<file path="config.mk">
export PLATFORM = sky130hd
export DESIGN_NAME = html_entity_decoder
export DESIGN_NICKNAME = d
export VERILOG_FILES = /design/src/design/hed_pkg.sv /design/src/design/hed_name_match.sv /design/src/design/hed_numeric.sv /design/src/design/html_entity_decoder.sv
export SDC_FILE = /design/constraint.sdc
export NUM_CORES = 1
export LEC_CHECK = 0
export BUFFER_PORTS_ARGS = -buffer_cell sky130_fd_sc_hd__buf_2
export CORE_MARGIN = 3
export CORE_UTILIZATION = 40
export CTS_CLUSTER_DIAMETER = 150
export DETAILED_ROUTE_END_ITERATION = 8
export MAX_ROUTING_LAYER = met4
export SYNTH_ARGS = -nofsm -noshare
export SYNTH_HDL_FRONTEND = slang
export SYNTH_SLANG_ARGS = --single-unit
</file>
<file path="constraint.sdc">
create_clock -name clk_i -period 6.7 [get_ports clk_i]
set_input_delay 2.01 -clock clk_i [delete_from_list [all_inputs] [get_ports clk_i]]
set_output_delay 2.01 -clock clk_i [all_outputs]
set_load 0.1 [all_outputs]
</file>
<file path="src/design/hed_pkg.sv">
// Package for the HTML entity decoder: sizes, codes, the named entity table
// and the types shared between the decoder modules. No dependencies.
`timescale 1ns / 1ps

package hed_pkg;

  localparam int NAME_BYTES  = 8;
  localparam int NAME_COUNT  = 38;
  localparam int COUNT_W     = 5;
  localparam int CODE_W      = 21;

  localparam logic [COUNT_W-1:0] COUNT_MAX   = 5'd31;
  localparam logic [CODE_W-1:0]  CODE_MAX    = 21'h10FFFF;
  localparam logic [CODE_W-1:0]  BMP_MAX     = 21'h00FFFF;
  localparam logic [CODE_W-1:0]  SUPP_BASE   = 21'h010000;
  localparam logic [15:0]        HIGH_SURR   = 16'hD800;
  localparam logic [15:0]        LOW_SURR    = 16'hDC00;
  localparam logic [9:0]         SURR_MASK   = 10'h3FF;

  localparam logic [7:0] CHAR_AMP  = 8'h26;
  localparam logic [7:0] CHAR_HASH = 8'h23;
  localparam logic [7:0] CHAR_LX   = 8'h78;
  localparam logic [7:0] CHAR_UX   = 8'h58;

  localparam logic OUTCOME_DECODED = 1'b0;
  localparam logic OUTCOME_UNKNOWN = 1'b1;

  typedef enum logic [1:0] {
    RADIX_NONE    = 2'd0,
    RADIX_DEC     = 2'd1,
    RADIX_HEX     = 2'd2,
    RADIX_NOT_NUM = 2'd3
  } radix_e;

  typedef logic [NAME_BYTES-1:0][7:0] name_buf_t;

  typedef struct packed {
    radix_e              radix;
    logic [CODE_W-1:0]   accum;
    logic                bad_digit;
    logic                too_large;
  } num_state_t;

  // Name text is right-aligned: the first character sits in the highest
  // occupied byte, as a string literal lands in a vector.
  localparam logic [NAME_BYTES*8-1:0] NAME_TEXT [NAME_COUNT] = '{
    "&amp;", "&lt;", "&gt;", "&quot;", "&apos;", "&nbsp;", "&copy;", "&reg;",
    "&trade;", "&mdash;", "&ndash;", "&laquo;", "&raquo;", "&lsquo;",
    "&rsquo;", "&ldquo;", "&rdquo;", "&bull;", "&hellip;", "&rarr;", "&larr;",
    "&uarr;", "&darr;", "&times;", "&divide;", "&plusmn;", "&infin;", "&ne;",
    "&le;", "&ge;", "&deg;", "&micro;", "&para;", "&sect;", "&cent;",
    "&pound;", "&euro;", "&yen;"
  };

  localparam logic [COUNT_W-1:0] NAME_LEN [NAME_COUNT] = '{
    5'd5, 5'd4, 5'd4, 5'd6, 5'd6, 5'd6, 5'd6, 5'd5,
    5'd7, 5'd7, 5'd7, 5'd7, 5'd7, 5'd7,
    5'd7, 5'd7, 5'd7, 5'd6, 5'd8, 5'd6, 5'd6,
    5'd6, 5'd6, 5'd7, 5'd8, 5'd8, 5'd7, 5'd4,
    5'd4, 5'd4, 5'd5, 5'd7, 5'd6, 5'd6, 5'd6,
    5'd7, 5'd6, 5'd5
  };

  localparam logic [15:0] NAME_UNIT [NAME_COUNT] = '{
    16'h0026, 16'h003C, 16'h003E, 16'h0022, 16'h0027, 16'h00A0, 16'h00A9,
    16'h00AE, 16'h2122, 16'h2014, 16'h2013, 16'h00AB, 16'h00BB, 16'h2018,
    16'h2019, 16'h201C, 16'h201D, 16'h2022, 16'h2026, 16'h2192, 16'h2190,
    16'h2191, 16'h2193, 16'h00D7, 16'h00F7, 16'h00B1, 16'h221E, 16'h2260,
    16'h2264, 16'h2265, 16'h00B0, 16'h00B5, 16'h00B6, 16'h00A7, 16'h00A2,
    16'h00A3, 16'h20AC, 16'h00A5
  };

endpackage

</file>
<file path="src/design/hed_name_match.sv">
// Named entity lookup: exact compare of the kept entity bytes against the
// fixed name table. Depends on hed_pkg.
`timescale 1ns / 1ps

module hed_name_match (
  input  hed_pkg::name_buf_t             buf_i,
  input  logic [hed_pkg::COUNT_W-1:0]    pos_i,
  output logic                           hit_o,
  output logic [15:0]                    unit_o
);
  import hed_pkg::*;

  logic [COUNT_W-1:0] size;
  logic               same;

  assign size = pos_i + 5'd1;

  // Names are unique, so at most one entry can hit.
  always_comb begin
    hit_o  = 1'b0;
    unit_o = '0;
    for (int k = 0; k < NAME_COUNT; k++) begin
      same = (size == NAME_LEN[k]);
      for (int i = 0; i < NAME_BYTES; i++) begin
        if (i < int'(NAME_LEN[k])) begin
          if (buf_i[i] != NAME_TEXT[k][(int'(NAME_LEN[k]) - 1 - i) * 8 +: 8]) begin
            same = 1'b0;
          end
        end
      end
      if (same) begin
        hit_o  = 1'b1;
        unit_o = NAME_UNIT[k];
      end
    end
  end

endmodule

</file>
<file path="src/design/hed_numeric.sv">
// Numeric character reference tracking: radix detection and the decimal or
// hex code point accumulator with its error flags. Depends on hed_pkg.
`timescale 1ns / 1ps

module hed_numeric (
  input  logic                         clk_i,
  input  logic                         rst_ni,
  input  logic                         step_i,
  input  logic                         last_i,
  input  logic [7:0]                   byte_i,
  input  logic [hed_pkg::COUNT_W-1:0]  pos_i,
  output hed_pkg::num_state_t          state_o
);
  import hed_pkg::*;

  radix_e             radix_q, radix_d;
  logic [CODE_W-1:0]  accum_q, accum_d;
  logic               bad_q, bad_d;
  logic               large_q, large_d;

  logic               take;
  logic               take_dec;
  logic               is_dec;
  logic               is_hex;
  logic [3:0]         digit;
  logic [CODE_W+3:0]  next_val;

  assign state_o = '{radix: radix_q, accum: accum_q, bad_digit: bad_q, too_large: large_q};

  // Digit decode for the radix that this byte is read in.
  always_comb begin
    is_dec = (byte_i >= 8'h30) && (byte_i <= 8'h39);
    is_hex = 1'b1;
    digit  = byte_i[3:0];
    if (is_dec) begin
      digit = byte_i[3:0];
    end else if ((byte_i >= 8'h61) && (byte_i <= 8'h66)) begin
      digit = 4'(byte_i[3:0] + 4'd9);
    end else if ((byte_i >= 8'h41) && (byte_i <= 8'h46)) begin
      digit = 4'(byte_i[3:0] + 4'd9);
    end else begin
      is_hex = 1'b0;
    end
  end

  always_comb begin
    radix_d  = radix_q;
    take     = 1'b0;
    take_dec = 1'b0;
    if (pos_i == 5'd0) begin
      if (byte_i != CHAR_AMP) radix_d = RADIX_NOT_NUM;
    end else if (pos_i == 5'd1) begin
      if (radix_q == RADIX_NONE && byte_i != CHAR_HASH) radix_d = RADIX_NOT_NUM;
    end else if (pos_i == 5'd2) begin
      if (radix_q == RADIX_NONE) begin
        if (byte_i == CHAR_LX || byte_i == CHAR_UX) begin
          radix_d = RADIX_HEX;
        end else begin
          radix_d  = RADIX_DEC;
          take     = 1'b1;
          take_dec = 1'b1;
        end
      end
    end else if (radix_q == RADIX_DEC || radix_q == RADIX_HEX) begin
      take     = 1'b1;
      take_dec = (radix_q == RADIX_DEC);
    end
  end

  always_comb begin
    if (take_dec) begin
      next_val = {3'b000, accum_q, 1'b0} + {accum_q, 3'b000} + {21'd0, digit};
    end else begin
      next_val = {accum_q, 4'b0000} + {21'd0, digit};
    end
  end

  always_comb begin
    accum_d = accum_q;
    bad_d   = bad_q;
    large_d = large_q;
    if (take) begin
      if (take_dec ? !is_dec : !is_hex) begin
        bad_d = 1'b1;
      end else if (!large_q) begin
        if (next_val > {4'b0000, CODE_MAX}) begin
          large_d = 1'b1;
        end else begin
          accum_d = next_val[CODE_W-1:0];
        end
      end
    end
  end

  always_ff @(posedge clk_i or negedge rst_ni) begin
    if (!rst_ni) begin
      radix_q <= RADIX_NONE;
      accum_q <= '0;
      bad_q   <= 1'b0;
      large_q <= 1'b0;
    end else if (step_i) begin
      if (last_i) begin
        radix_q <= RADIX_NONE;
        accum_q <= '0;
        bad_q   <= 1'b0;
        large_q <= 1'b0;
      end else begin
        radix_q <= radix_d;
        accum_q <= accum_d;
        bad_q   <= bad_d;
        large_q <= large_d;
      end
    end
  end

  a_accum_in_range: assert property (@(posedge clk_i) disable iff (!rst_ni)
    accum_q <= CODE_MAX)
    else $error("code point accumulator above the Unicode range");

  a_no_digits_outside_numeric: assert property (@(posedge clk_i) disable iff (!rst_ni)
    (radix_q == RADIX_NONE || radix_q == RADIX_NOT_NUM) |-> (accum_q == '0 && !bad_q && !large_q))
    else $error("digit state changed outside a numeric reference");

  a_entity_end_clears: assert property (@(posedge clk_i) disable iff (!rst_ni)
    (step_i && last_i) |=> (radix_q == RADIX_NONE && accum_q == '0))
    else $error("numeric state not cleared after the closing byte");

endmodule

</file>
<file path="src/design/html_entity_decoder.sv">
// HTML character reference decoder, top level. Depends on hed_pkg,
// hed_name_match and hed_numeric.
`timescale 1ns / 1ps

// Takes one entity byte per item, from '&' through the byte flagged final,
// and gives one result item per entity: a named or numeric reference as one
// UTF-16 unit or a surrogate pair, or a not-recognized status. The block
// takes one item every cycle while in_stall_o is low. An item sits in the
// input register while the name table compare and the digit accumulate run,
// and the result of a final byte is loaded into the output register when
// that byte advances, and can be taken from there. A final byte waits in
// the input register only while a previous result is still held by
// out_stall_i.
module html_entity_decoder (
  input  logic        clk_i,
  input  logic        rst_ni,
  input  logic        in_valid_i,
  output logic        in_stall_o,
  input  logic [7:0]  entity_byte_i,
  input  logic        final_byte_i,
  output logic        out_valid_o,
  input  logic        out_stall_i,
  output logic        outcome_o,
  output logic [1:0]  unit_count_o,
  output logic [15:0] first_unit_o,
  output logic [15:0] second_unit_o
);
  import hed_pkg::*;

  logic               in_valid_q;
  logic [7:0]         byte_q;
  logic               fin_q;
  logic               advance;
  logic               accept;

  logic [COUNT_W-1:0] count_q;
  name_buf_t          name_q;
  name_buf_t          name_d;

  logic               name_hit;
  logic [15:0]        name_unit;
  num_state_t         num;
  logic               num_ok;
  logic [CODE_W-1:0]  cp_off;

  logic               out_valid_q;
  logic               outcome_q, outcome_d;
  logic [1:0]         count_out_q, count_out_d;
  logic [15:0]        first_q, first_d;
  logic [15:0]        second_q, second_d;

  // A non-final item always retires; a final one needs room for its result.
  assign advance    = in_valid_q && (!fin_q || !out_valid_q || !out_stall_i);
  assign in_stall_o = in_valid_q && !advance;
  assign accept     = in_valid_i && !in_stall_o;

  always_ff @(posedge clk_i or negedge rst_ni) begin
    if (!rst_ni) begin
      in_valid_q <= 1'b0;
    end else if (accept) begin
      in_valid_q <= 1'b1;
    end else if (advance) begin
      in_valid_q <= 1'b0;
    end
  end

  always_ff @(posedge clk_i) begin
    if (accept) begin
      byte_q <= entity_byte_i;
      fin_q  <= final_byte_i;
    end
  end

  // Buffer as it stands once the current byte is written at its position.
  always_comb begin
    for (int i = 0; i < NAME_BYTES; i++) begin
      name_d[i] = (count_q == COUNT_W'(i)) ? byte_q : name_q[i];
    end
  end

  always_ff @(posedge clk_i or negedge rst_ni) begin
    if (!rst_ni) begin
      count_q <= '0;
      name_q  <= '0;
    end else if (advance) begin
      if (fin_q) begin
        count_q <= '0;
        name_q  <= '0;
      end else begin
        name_q <= name_d;
        if (count_q != COUNT_MAX) count_q <= count_q + 5'd1;
      end
    end
  end

  hed_name_match u_name_match (
    .buf_i  (name_d),
    .pos_i  (count_q),
    .hit_o  (name_hit),
    .unit_o (name_unit)
  );

  hed_numeric u_numeric (
    .clk_i   (clk_i),
    .rst_ni  (rst_ni),
    .step_i  (advance),
    .last_i  (fin_q),
    .byte_i  (byte_q),
    .pos_i   (count_q),
    .state_o (num)
  );

  // Numeric references need at least four bytes in all.
  assign num_ok = (count_q >= 5'd3) &&
                  (num.radix == RADIX_DEC || num.radix == RADIX_HEX) &&
                  !num.bad_digit && !num.too_large && (num.accum != '0);
  assign cp_off = num.accum - SUPP_BASE;

  always_comb begin
    outcome_d   = OUTCOME_UNKNOWN;
    count_out_d = 2'd0;
    first_d     = '0;
    second_d    = '0;
    if (name_hit) begin
      outcome_d   = OUTCOME_DECODED;
      count_out_d = 2'd1;
      first_d     = name_unit;
    end else if (num_ok) begin
      outcome_d = OUTCOME_DECODED;
      if (num.accum <= BMP_MAX) begin
        count_out_d = 2'd1;
        first_d     = num.accum[15:0];
      end else begin
        count_out_d = 2'd2;
        first_d     = HIGH_SURR + {6'd0, cp_off[19:10]};
        second_d    = LOW_SURR + {6'd0, cp_off[9:0] & SURR_MASK};
      end
    end
  end

  always_ff @(posedge clk_i or negedge rst_ni) begin
    if (!rst_ni) begin
      out_valid_q <= 1'b0;
    end else if (advance && fin_q) begin
      out_valid_q <= 1'b1;
    end else if (!out_stall_i) begin
      out_valid_q <= 1'b0;
    end
  end

  always_ff @(posedge clk_i) begin
    if (advance && fin_q) begin
      outcome_q   <= outcome_d;
      count_out_q <= count_out_d;
      first_q     <= first_d;
      second_q    <= second_d;
    end
  end

  assign out_valid_o   = out_valid_q;
  assign outcome_o     = outcome_q;
  assign unit_count_o  = count_out_q;
  assign first_unit_o  = first_q;
  assign second_unit_o = second_q;

  a_unknown_is_empty: assert property (@(posedge clk_i) disable iff (!rst_ni)
    (out_valid_o && outcome_o == OUTCOME_UNKNOWN) |->
      (unit_count_o == 2'd0 && first_unit_o == '0 && second_unit_o == '0))
    else $error("not-recognized result carries code units");

  a_decoded_has_units: assert property (@(posedge clk_i) disable iff (!rst_ni)
    (out_valid_o && outcome_o == OUTCOME_DECODED) |->
      (unit_count_o == 2'd1 || unit_count_o == 2'd2))
    else $error("decoded result without code units");

  a_pair_is_surrogates: assert property (@(posedge clk_i) disable iff (!rst_ni)
    (out_valid_o && unit_count_o == 2'd2) |->
      (first_unit_o[15:10] == 6'b110110 && second_unit_o[15:10] == 6'b110111))
    else $error("two-unit result is not a surrogate pair");

  a_entity_restarts: assert property (@(posedge clk_i) disable iff (!rst_ni)
    (advance && fin_q) |=> (count_q == '0 && name_q == '0))
    else $error("entity state not cleared after the closing byte");

endmodule
</file>
---- Word-level counts from Yosys, hierarchy flattened ----
Cells that the tools add are included.
cells by class
  equality and inequality tests ........... 101
  bitwise gates (word level) .............. 1
  add/subtract/negate cells ............... 8
  multiplexer cells ....................... 327
  order comparisons ....................... 9
  reductions and logical operators ........ 41
operators with widths
  operator                  number
  $ne A8 B7 Y1 const B      70
  $mux W14                  30
  $mux W1                   257
  $mux W21                  5
  $mux W8                   11
  $mux W64                  1
  $ne A8 B6 Y1 const B      8
  $add A25 B4 Y25           2
  $mux W16                  3
  $eq A5 B3 Y1 const B      8
  $add A15 B11 Y16 const A  2
  $mux W6                   5
  $add A22 B24 Y25          1
  $gt A25 B21 Y1 const B    1
  $mux W25                  1
  $le A21 B16 Y1 const B    1
  $reduce_bool A21 Y1       1
  $sub A20 B17 Y20 const B  1
  $mux W2                   9
  $eq A8 B7 Y1 const B      2
  $ge A8 B7 Y1 const B      2
  $le A8 B7 Y1 const B      2
  $logic_and A1 B1 Y1       12
  $mux W4                   3
  other kinds (28)          49
storage, ports and cells
  output and inout port bits .............. 37
  logic and storage cells ................. 509
  register bits after elaboration ......... 140
  bits of input ports ..................... 13

---- Logic depth before layout (Yosys ltp) ----
  depth after elaboration ................. 47
  mapped depth ............................ 22
  mapped depth without buffers ............ 20

---- Modules after synthesis ----
From an unflattened synthesis, not the netlist that was laid out.
unflattened totals
  cell total of the unflattened synthesis .. 1222
  area total of the unflattened synthesis .. 10503.8 um^2
by module, submodules not included
  module               sequential area each (um^2)  cells each  times used  area an instance (um^2)
  html_entity_decoder  2947.8                       543         1           5525.3
  hed_numeric          625.6                        380         1           3128.0
  hed_name_match       0.0                          299         1           1850.5

---- Worst setup path after synthesis ----
No wires, ideal clock.
  path kind ............................... reg2reg
  start point ............................. register byte_q[6]
  end point ............................... register u_numeric.accum_q[11]
  library setup time ...................... 0.116 ns
  path buffers ............................ 3
  stages on the path, launching flop included .. 22
  data required time ...................... 6.584 ns
  period minus slack after synthesis ...... 5.495 ns
  arrival ................................. 5.379 ns
  path slack .............................. 1.205 ns
  path through ............................ edfxtp_1 > clkbuf_1 > clkbuf_1 > or4b_2 > a221oi_1 > nand2_1 > xnor2_1 > ha_1 > ha_1 > inv_1 > fa_1 > nor2b_1 > o31a_1 > o21ai_0 > a21oi_1 > o2111ai_1 > nand3b_1 > a221o_1 > a211oi_2 > clkbuf_1 > o2111ai_1 > o311ai_0
between the ends
  word-level cells in the longest chain between the ends .. 13
  elaborated cells on any way between the ends .. 42
  those cells by class .................... add/sub: 2; order compare: 7; eq/ne: 4; mux: 21; reduce/logical: 8
RTL lines
  element                                                   line                       RTL
  from (decl)                                               html_entity_decoder.sv:31  logic [7:0] byte_q;
  from (signal assigned)                                    html_entity_decoder.sv:69  byte_q <= entity_byte_i;
  branches (longest 13 deep; another with $add A25 B4 Y25)  -
  to (signal assigned)                                      hed_numeric.sv:109         accum_q <= accum_d;
  to (decl)                                                 hed_numeric.sv:17          logic [CODE_W-1:0] accum_q, accum_d;
Parallel ways; which one is timed is not known. The select of a mux whose other input is x is not followed.
A chain may end at the register's enable or synchronous reset.

---- Final worst setup path ----
  start point ............................. register byte_q[7]
  end point ............................... register u_numeric.accum_q[0]
Same word-level chain as after synthesis.

==> report_table.html <==
<table>
<tr><th>Metric</th><th>Value</th></tr>
<tr><th colspan="2">Outcome</th></tr>
<tr><td>Status</td><td>completed</td></tr>
<tr><th colspan="2">Clock tree</th></tr>
<tr><td>Worst-Skew Late Latency</td><td>0.44 ns</td></tr>
<tr><td>Root buffer cell</td><td>sky130_fd_sc_hd__clkbuf_16</td></tr>
<tr><td>Deepest level of the CTS H-tree</td><td>4</td></tr>
<tr><td>Gates resized, CTS repair</td><td>0</td></tr>
<tr><td>Total clock sinks</td><td>135</td></tr>
<tr><td>Number of buffers on the longest clock path</td><td>2</td></tr>
<tr><td>Post-CTS repair timing setup buffer count</td><td>0</td></tr>
<tr><td>Clock tree from TritonCTS</td><td>built</td></tr>
<tr><td>Clock edge transition at the registers on the reported setup and hold paths</td><td>0.06 ns</td></tr>
<tr><td>TritonCTS buffer count</td><td>17</td></tr>
<tr><td>Hold Buf Count CTS</td><td>0</td></tr>
<tr><th colspan="2">STA</th></tr>
<tr><td>Worst clock skew</td><td>roughly 0.013 ns</td></tr>
<tr><td>Final max-slew violation count</td><td>0</td></tr>
<tr><td>Minimum clock period after layout</td><td>6.065 ns</td></tr>
<tr><td>Highest attainable clock frequency</td><td>0.1649 GHz</td></tr>
<tr><td>Worst Max-Slew Pin Slew</td><td>1.110 ns</td></tr>
<tr><td>Max_slew headroom</td><td>25.20%</td></tr>
<tr><td>Worst slack on hold paths</td><td>0.4819 ns</td></tr>
<tr><td>Unrepaired setup endpoints after global routing</td><td>false</td></tr>
<tr><td>Number of hold-slack violations in the final timing report</td><td>0</td></tr>
<tr><td>Number of endpoints failing setup at the final stage</td><td>0</td></tr>
<tr><td>Setup TNS after final layout</td><td>0 ns</td></tr>
<tr><td>Post-route fraction of the period consumed by the critical path</td><td>90.53%</td></tr>
<tr><th colspan="2">Final layout</th></tr>
<tr><td>Fill cell total of the finished layout</td><td>2817</td></tr>
<tr><td># nets final</td><td>1500</td></tr>
<tr><td>FF+latch area</td><td>3573 µm²</td></tr>
<tr><td>Fraction of layout cells with a size suffix above 1</td><td>11.22%</td></tr>
<tr><td>Leading cell types in the layout, fill and taps excluded</td><td>sky130_fd_sc_hd__nand2_1, sky130_fd_sc_hd__o21ai_0, sky130_fd_sc_hd__dfrtp_1, sky130_fd_sc_hd__nor2_1, sky130_fd_sc_hd__a21oi_1</td></tr>
<tr><td>Multi-input gate area in the final layout</td><td>around 7600 µm²</td></tr>
<tr><td>Commonest non-fill, non-tap cell in the layout</td><td>sky130_fd_sc_hd__nand2_1</td></tr>
<tr><td>Area growth syn-to-layout</td><td>10.65%</td></tr>
<tr><th colspan="2">Critical path</th></tr>
<tr><td>WP data required</td><td>7.02 ns</td></tr>
<tr><td>Data arrival, critical path</td><td>roughly 6.4 ns</td></tr>
<tr><td>CP Buf/Inv Count</td><td>3</td></tr>
<tr><td>Cell family with the largest share of critical-path delay</td><td>compound AO/OA/AOI/OAI gates</td></tr>
<tr><td>Maximum fanout along the worst path</td><td>32</td></tr>
<tr><td>Slowest stage delay, CP</td><td>0.72 ns</td></tr>
<tr><td>Crit Path Category</td><td>reg2reg</td></tr>
<tr><td>Sequence of cells on the critical path</td><td>or4b_2, a221oi_1, buf_4, nand2_1, xnor2_1, ha_1, ha_1, inv_1, fa_1, nor2b_1, o31a_1, o21ai_0, a21oi_1, o2111ai_1, nand3b_1, a221o_1, a211oi_4, buf_4, o21ai_0, a32o_1</td></tr>
<tr><td>Kind of start point of the critical path</td><td>flip-flop</td></tr>
<tr><td>Slowest cell on the critical path</td><td>sky130_fd_sc_hd__or4b_2</td></tr>
<tr><td>Kind of end point of the critical path</td><td>flip-flop</td></tr>
<tr><th colspan="2">Route</th></tr>
<tr><td>Number of remaining DRC errors</td><td>0</td></tr>
<tr><td>DRT Wirelength</td><td>43080 µm</td></tr>
<tr><td>WL/cell</td><td>23.63 µm</td></tr>
<tr><td>Avg Vias per Cell</td><td>6.608</td></tr>
<tr><td>Remaining antenna violation count</td><td>0</td></tr>
<tr><td>Routed met2 length</td><td>around 20000 µm</td></tr>
<tr><td>Wire length on met1</td><td>18340 µm</td></tr>
<tr><td>Routed via count</td><td>12.05k</td></tr>
<tr><td>First-pass iteration count of the detailed router</td><td>6</td></tr>
<tr><td>Top sig layer</td><td>met4</td></tr>
<tr><td>Wire length on met3</td><td>~3300 µm</td></tr>
<tr><td>Drt initial violations</td><td>1476</td></tr>
<tr><th colspan="2">Place</th></tr>
<tr><td>Routability congestion estimate</td><td>1.038</td></tr>
<tr><td>DPL Wire Length</td><td>32210 µm</td></tr>
<tr><td>Port bufs</td><td>48</td></tr>
<tr><th colspan="2">Synth</th></tr>
<tr><td>Mapped Avg Cell Area</td><td>8.195 µm²</td></tr>
<tr><td>Fraction of the yosys area taken by sequential cells</td><td>30.66%</td></tr>
<tr><td>Mapped Nets</td><td>roughly 1.5k</td></tr>
<tr><td>Unique cell type count in the Yosys netlist</td><td>97</td></tr>
<tr><td>Post-synth top area share</td><td>20.61%</td></tr>
<tr><td>Main combinational cell family by area after synthesis</td><td>simple AND/OR/NAND/NOR gates</td></tr>
<tr><td>Async set or reset register ratio after synthesis</td><td>71.11%</td></tr>
<tr><td>XOR/XNOR Fraction of Synth Area</td><td>under 10%</td></tr>
<tr><td>Count of warnings emitted by yosys</td><td>0</td></tr>
<tr><td>Fraction of the mapped netlist area in compound gates</td><td>about 22%</td></tr>
<tr><td>Post-synthesis adder-cell area fraction</td><td>6.141%</td></tr>
<tr><td>Post-synth design cell area</td><td>roughly 12000 µm²</td></tr>
<tr><td>Cell accounting for the most synthesized area</td><td>sky130_fd_sc_hd__dfrtp_1</td></tr>
<tr><td>Number of storage elements in the synthesis netlist</td><td>roughly 140</td></tr>
<tr><td>Area contributors post-synth</td><td>sky130_fd_sc_hd__dfrtp_1, sky130_fd_sc_hd__edfxtp_1, sky130_fd_sc_hd__nand2_1</td></tr>
<tr><td>Post-synthesis mux area share</td><td>3.951%</td></tr>
<tr><td>Instance count of the mapped netlist</td><td>1422</td></tr>
<tr><td>Post-Synth Simple-Gate Area</td><td>31.55%</td></tr>
<tr><td>Leading register cell type out of synthesis</td><td>sky130_fd_sc_hd__dfrtp_1</td></tr>
<tr><td>Number of enable flip-flop cells after synthesis</td><td>39</td></tr>
<tr><th colspan="2">Floorplanning</th></tr>
<tr><td>Number of standard-cell rows in the floorplan</td><td>61</td></tr>
<tr><td>Die height</td><td>176.7 µm</td></tr>
<tr><td>I/O pin count</td><td>50</td></tr>
<tr><td>DIE AREA</td><td>31220 µm²</td></tr>
<tr><td>Die W</td><td>176.7 µm</td></tr>
<tr><td>Starting density of the core</td><td>41.27%</td></tr>
<tr><td>Core Region</td><td>28240 µm²</td></tr>
<tr><th colspan="2">Power</th></tr>
<tr><td>Largest voltage drop on the vdd net</td><td>0.3604 mV</td></tr>
<tr><td>Leakage</td><td>roughly 0.005 µW</td></tr>
<tr><td>Power density of the placed cells</td><td>379.7 nW/µm²</td></tr>
<tr><th colspan="2">Job</th></tr>
<tr><td>Max-Cap Viols</td><td>0</td></tr>
<tr><th colspan="2">Global route</th></tr>
<tr><td>Number of antenna violations at the first check in global routing</td><td>1</td></tr>
<tr><td>Global-route wire length before repair</td><td>66990 µm</td></tr>
<tr><td>Remaining global-route overflow</td><td>0</td></tr>
<tr><td>Maximum number of pins on one net before global-route repair</td><td>93</td></tr>
<tr><td>Overall global routing resource usage</td><td>28.15%</td></tr>
<tr><td>Vias in the first global route</td><td>11.30k</td></tr>
<tr><th colspan="2">Worst hold path</th></tr>
<tr><td>Hold Crit Class</td><td>reg2reg</td></tr>
</table>
## worst paths after layout
path | cells past startpoint | slack (ns) | start | endpoint
min reg2reg | 2 | 0.48 | name_q[29] | name_q[29]
max reg2reg | 20 | 0.63 | byte_q[7] | u_numeric.accum_q[0]
max | 20 | 0.63 | byte_q[7] | u_numeric.accum_q[0]
max in group asynchronous | 2 | 4.00 | rst_ni | u_numeric.accum_q[5]
min | 2 | 0.48 | name_q[29] | name_q[29]
min in group asynchronous | 1 | 1.69 | rst_ni | name_q[21]
## cell usage after synthesis (11+ instances only)
cell type	count
sky130_fd_sc_hd__edfxtp_1	39
sky130_fd_sc_hd__nor3_1	45
sky130_fd_sc_hd__xor2_1	11
sky130_fd_sc_hd__nand4_1	55
sky130_fd_sc_hd__clkbuf_1	69
sky130_fd_sc_hd__ha_1	54
sky130_fd_sc_hd__and2_1	16
sky130_fd_sc_hd__o31ai_1	11
sky130_fd_sc_hd__nor4bb_1	12
sky130_fd_sc_hd__a22oi_1	52
sky130_fd_sc_hd__nor2b_1	15
sky130_fd_sc_hd__a21o_1	11
sky130_fd_sc_hd__nor4_1	49
sky130_fd_sc_hd__nand2_1	193
sky130_fd_sc_hd__dfrtp_1	96
sky130_fd_sc_hd__a31oi_1	13
sky130_fd_sc_hd__mux2i_1	29
sky130_fd_sc_hd__nor3b_1	11
sky130_fd_sc_hd__nand2b_1	18
sky130_fd_sc_hd__or4_1	14
sky130_fd_sc_hd__inv_1	42
sky130_fd_sc_hd__nand3_1	51
sky130_fd_sc_hd__a211oi_1	12
sky130_fd_sc_hd__o21ai_0	107
sky130_fd_sc_hd__nand3b_1	14
sky130_fd_sc_hd__o311ai_0	15
sky130_fd_sc_hd__a21oi_1	57
sky130_fd_sc_hd__nor2_1	80
## through the flow
step	setup WS (ns)	std cells	power [µW]	cell area, µm²	utilization, %
6_report	0.6346	1823	4897	12890	45.66
5_1_grt	0.3034	1823	5241	12890	45.66
4_1_cts	0.7230	1822	4863	12890	45.65
3_5_place_dp	0.7881	1790	3822	12250	43.39
3_3_place_gp	1.072	1790	3794	12250	43.39
2_1_floorplan	1.205	1422	3164	11650	-
## metal layers
| metal | vias up | track usage, % |
|---|---|---|
| met4 | 0 | 11.16 |
| met3 | 130 | 4.354 |
| met5 | - | - |
| li1 | 5493 | - |
| met2 | 604 | 43.05 |
| met1 | 5820 | 37.61 |
## registers in the layout, summed over array words and instances (netlist names)
register / flops
u_numeric.radix_q: 2
byte_q: 8
u_numeric.bad_q: 1
count_q: 5
outcome_o: 1
unit_count_o: 2
fin_q: 1
u_numeric.large_q: 1
in_valid_q: 1
name_q: 64
out_valid_o: 1
u_numeric.accum_q: 21
first_unit_o: 16
second_unit_o: 11
## worst register-to-register path, delay by kind of cell, from the launching register on
family	cells	cell delay [ns]
AO/OA/AOI/OAI	9	2.41
AND/OR/NAND/NOR	4	1.19
adder cells (fa/ha/maj)	3	0.88
flip-flops	1	0.67
buffers and inverters	3	0.63
XOR/XNOR	1	0.15
## final cells by class
type / instances / area share (%)
clock inverter: 12 / 1.164
timing repair buffer: 82 / 3.862
tap: 378 / 3.668
antenna: 1 / 0.01941
clock buffer: 20 / 3.794
multi-input combinational: 1153 / 58.56
sequential: 135 / 27.71
inverter: 42 / 1.223
## where the power goes
| group | switching, µW | internal (µW) |
|---|---|---|
| Combinational | 1530 | 926 |
| Sequential | 354 | 1070 |
| Clock | 409 | 615 |
| Total | 2290 | 2610 |
## kinds of logic after synthesis
family                     count (synthesis)
buffers and inverters                    134
adders and majority gates                 56
muxes                                     43
xor gates and xnor gates                  16
other                                      1
and+or+nand+nor                          658
DFF                                      135
AOI/OAI and AO/OA                        379
(Power assumes the default switching activity.)
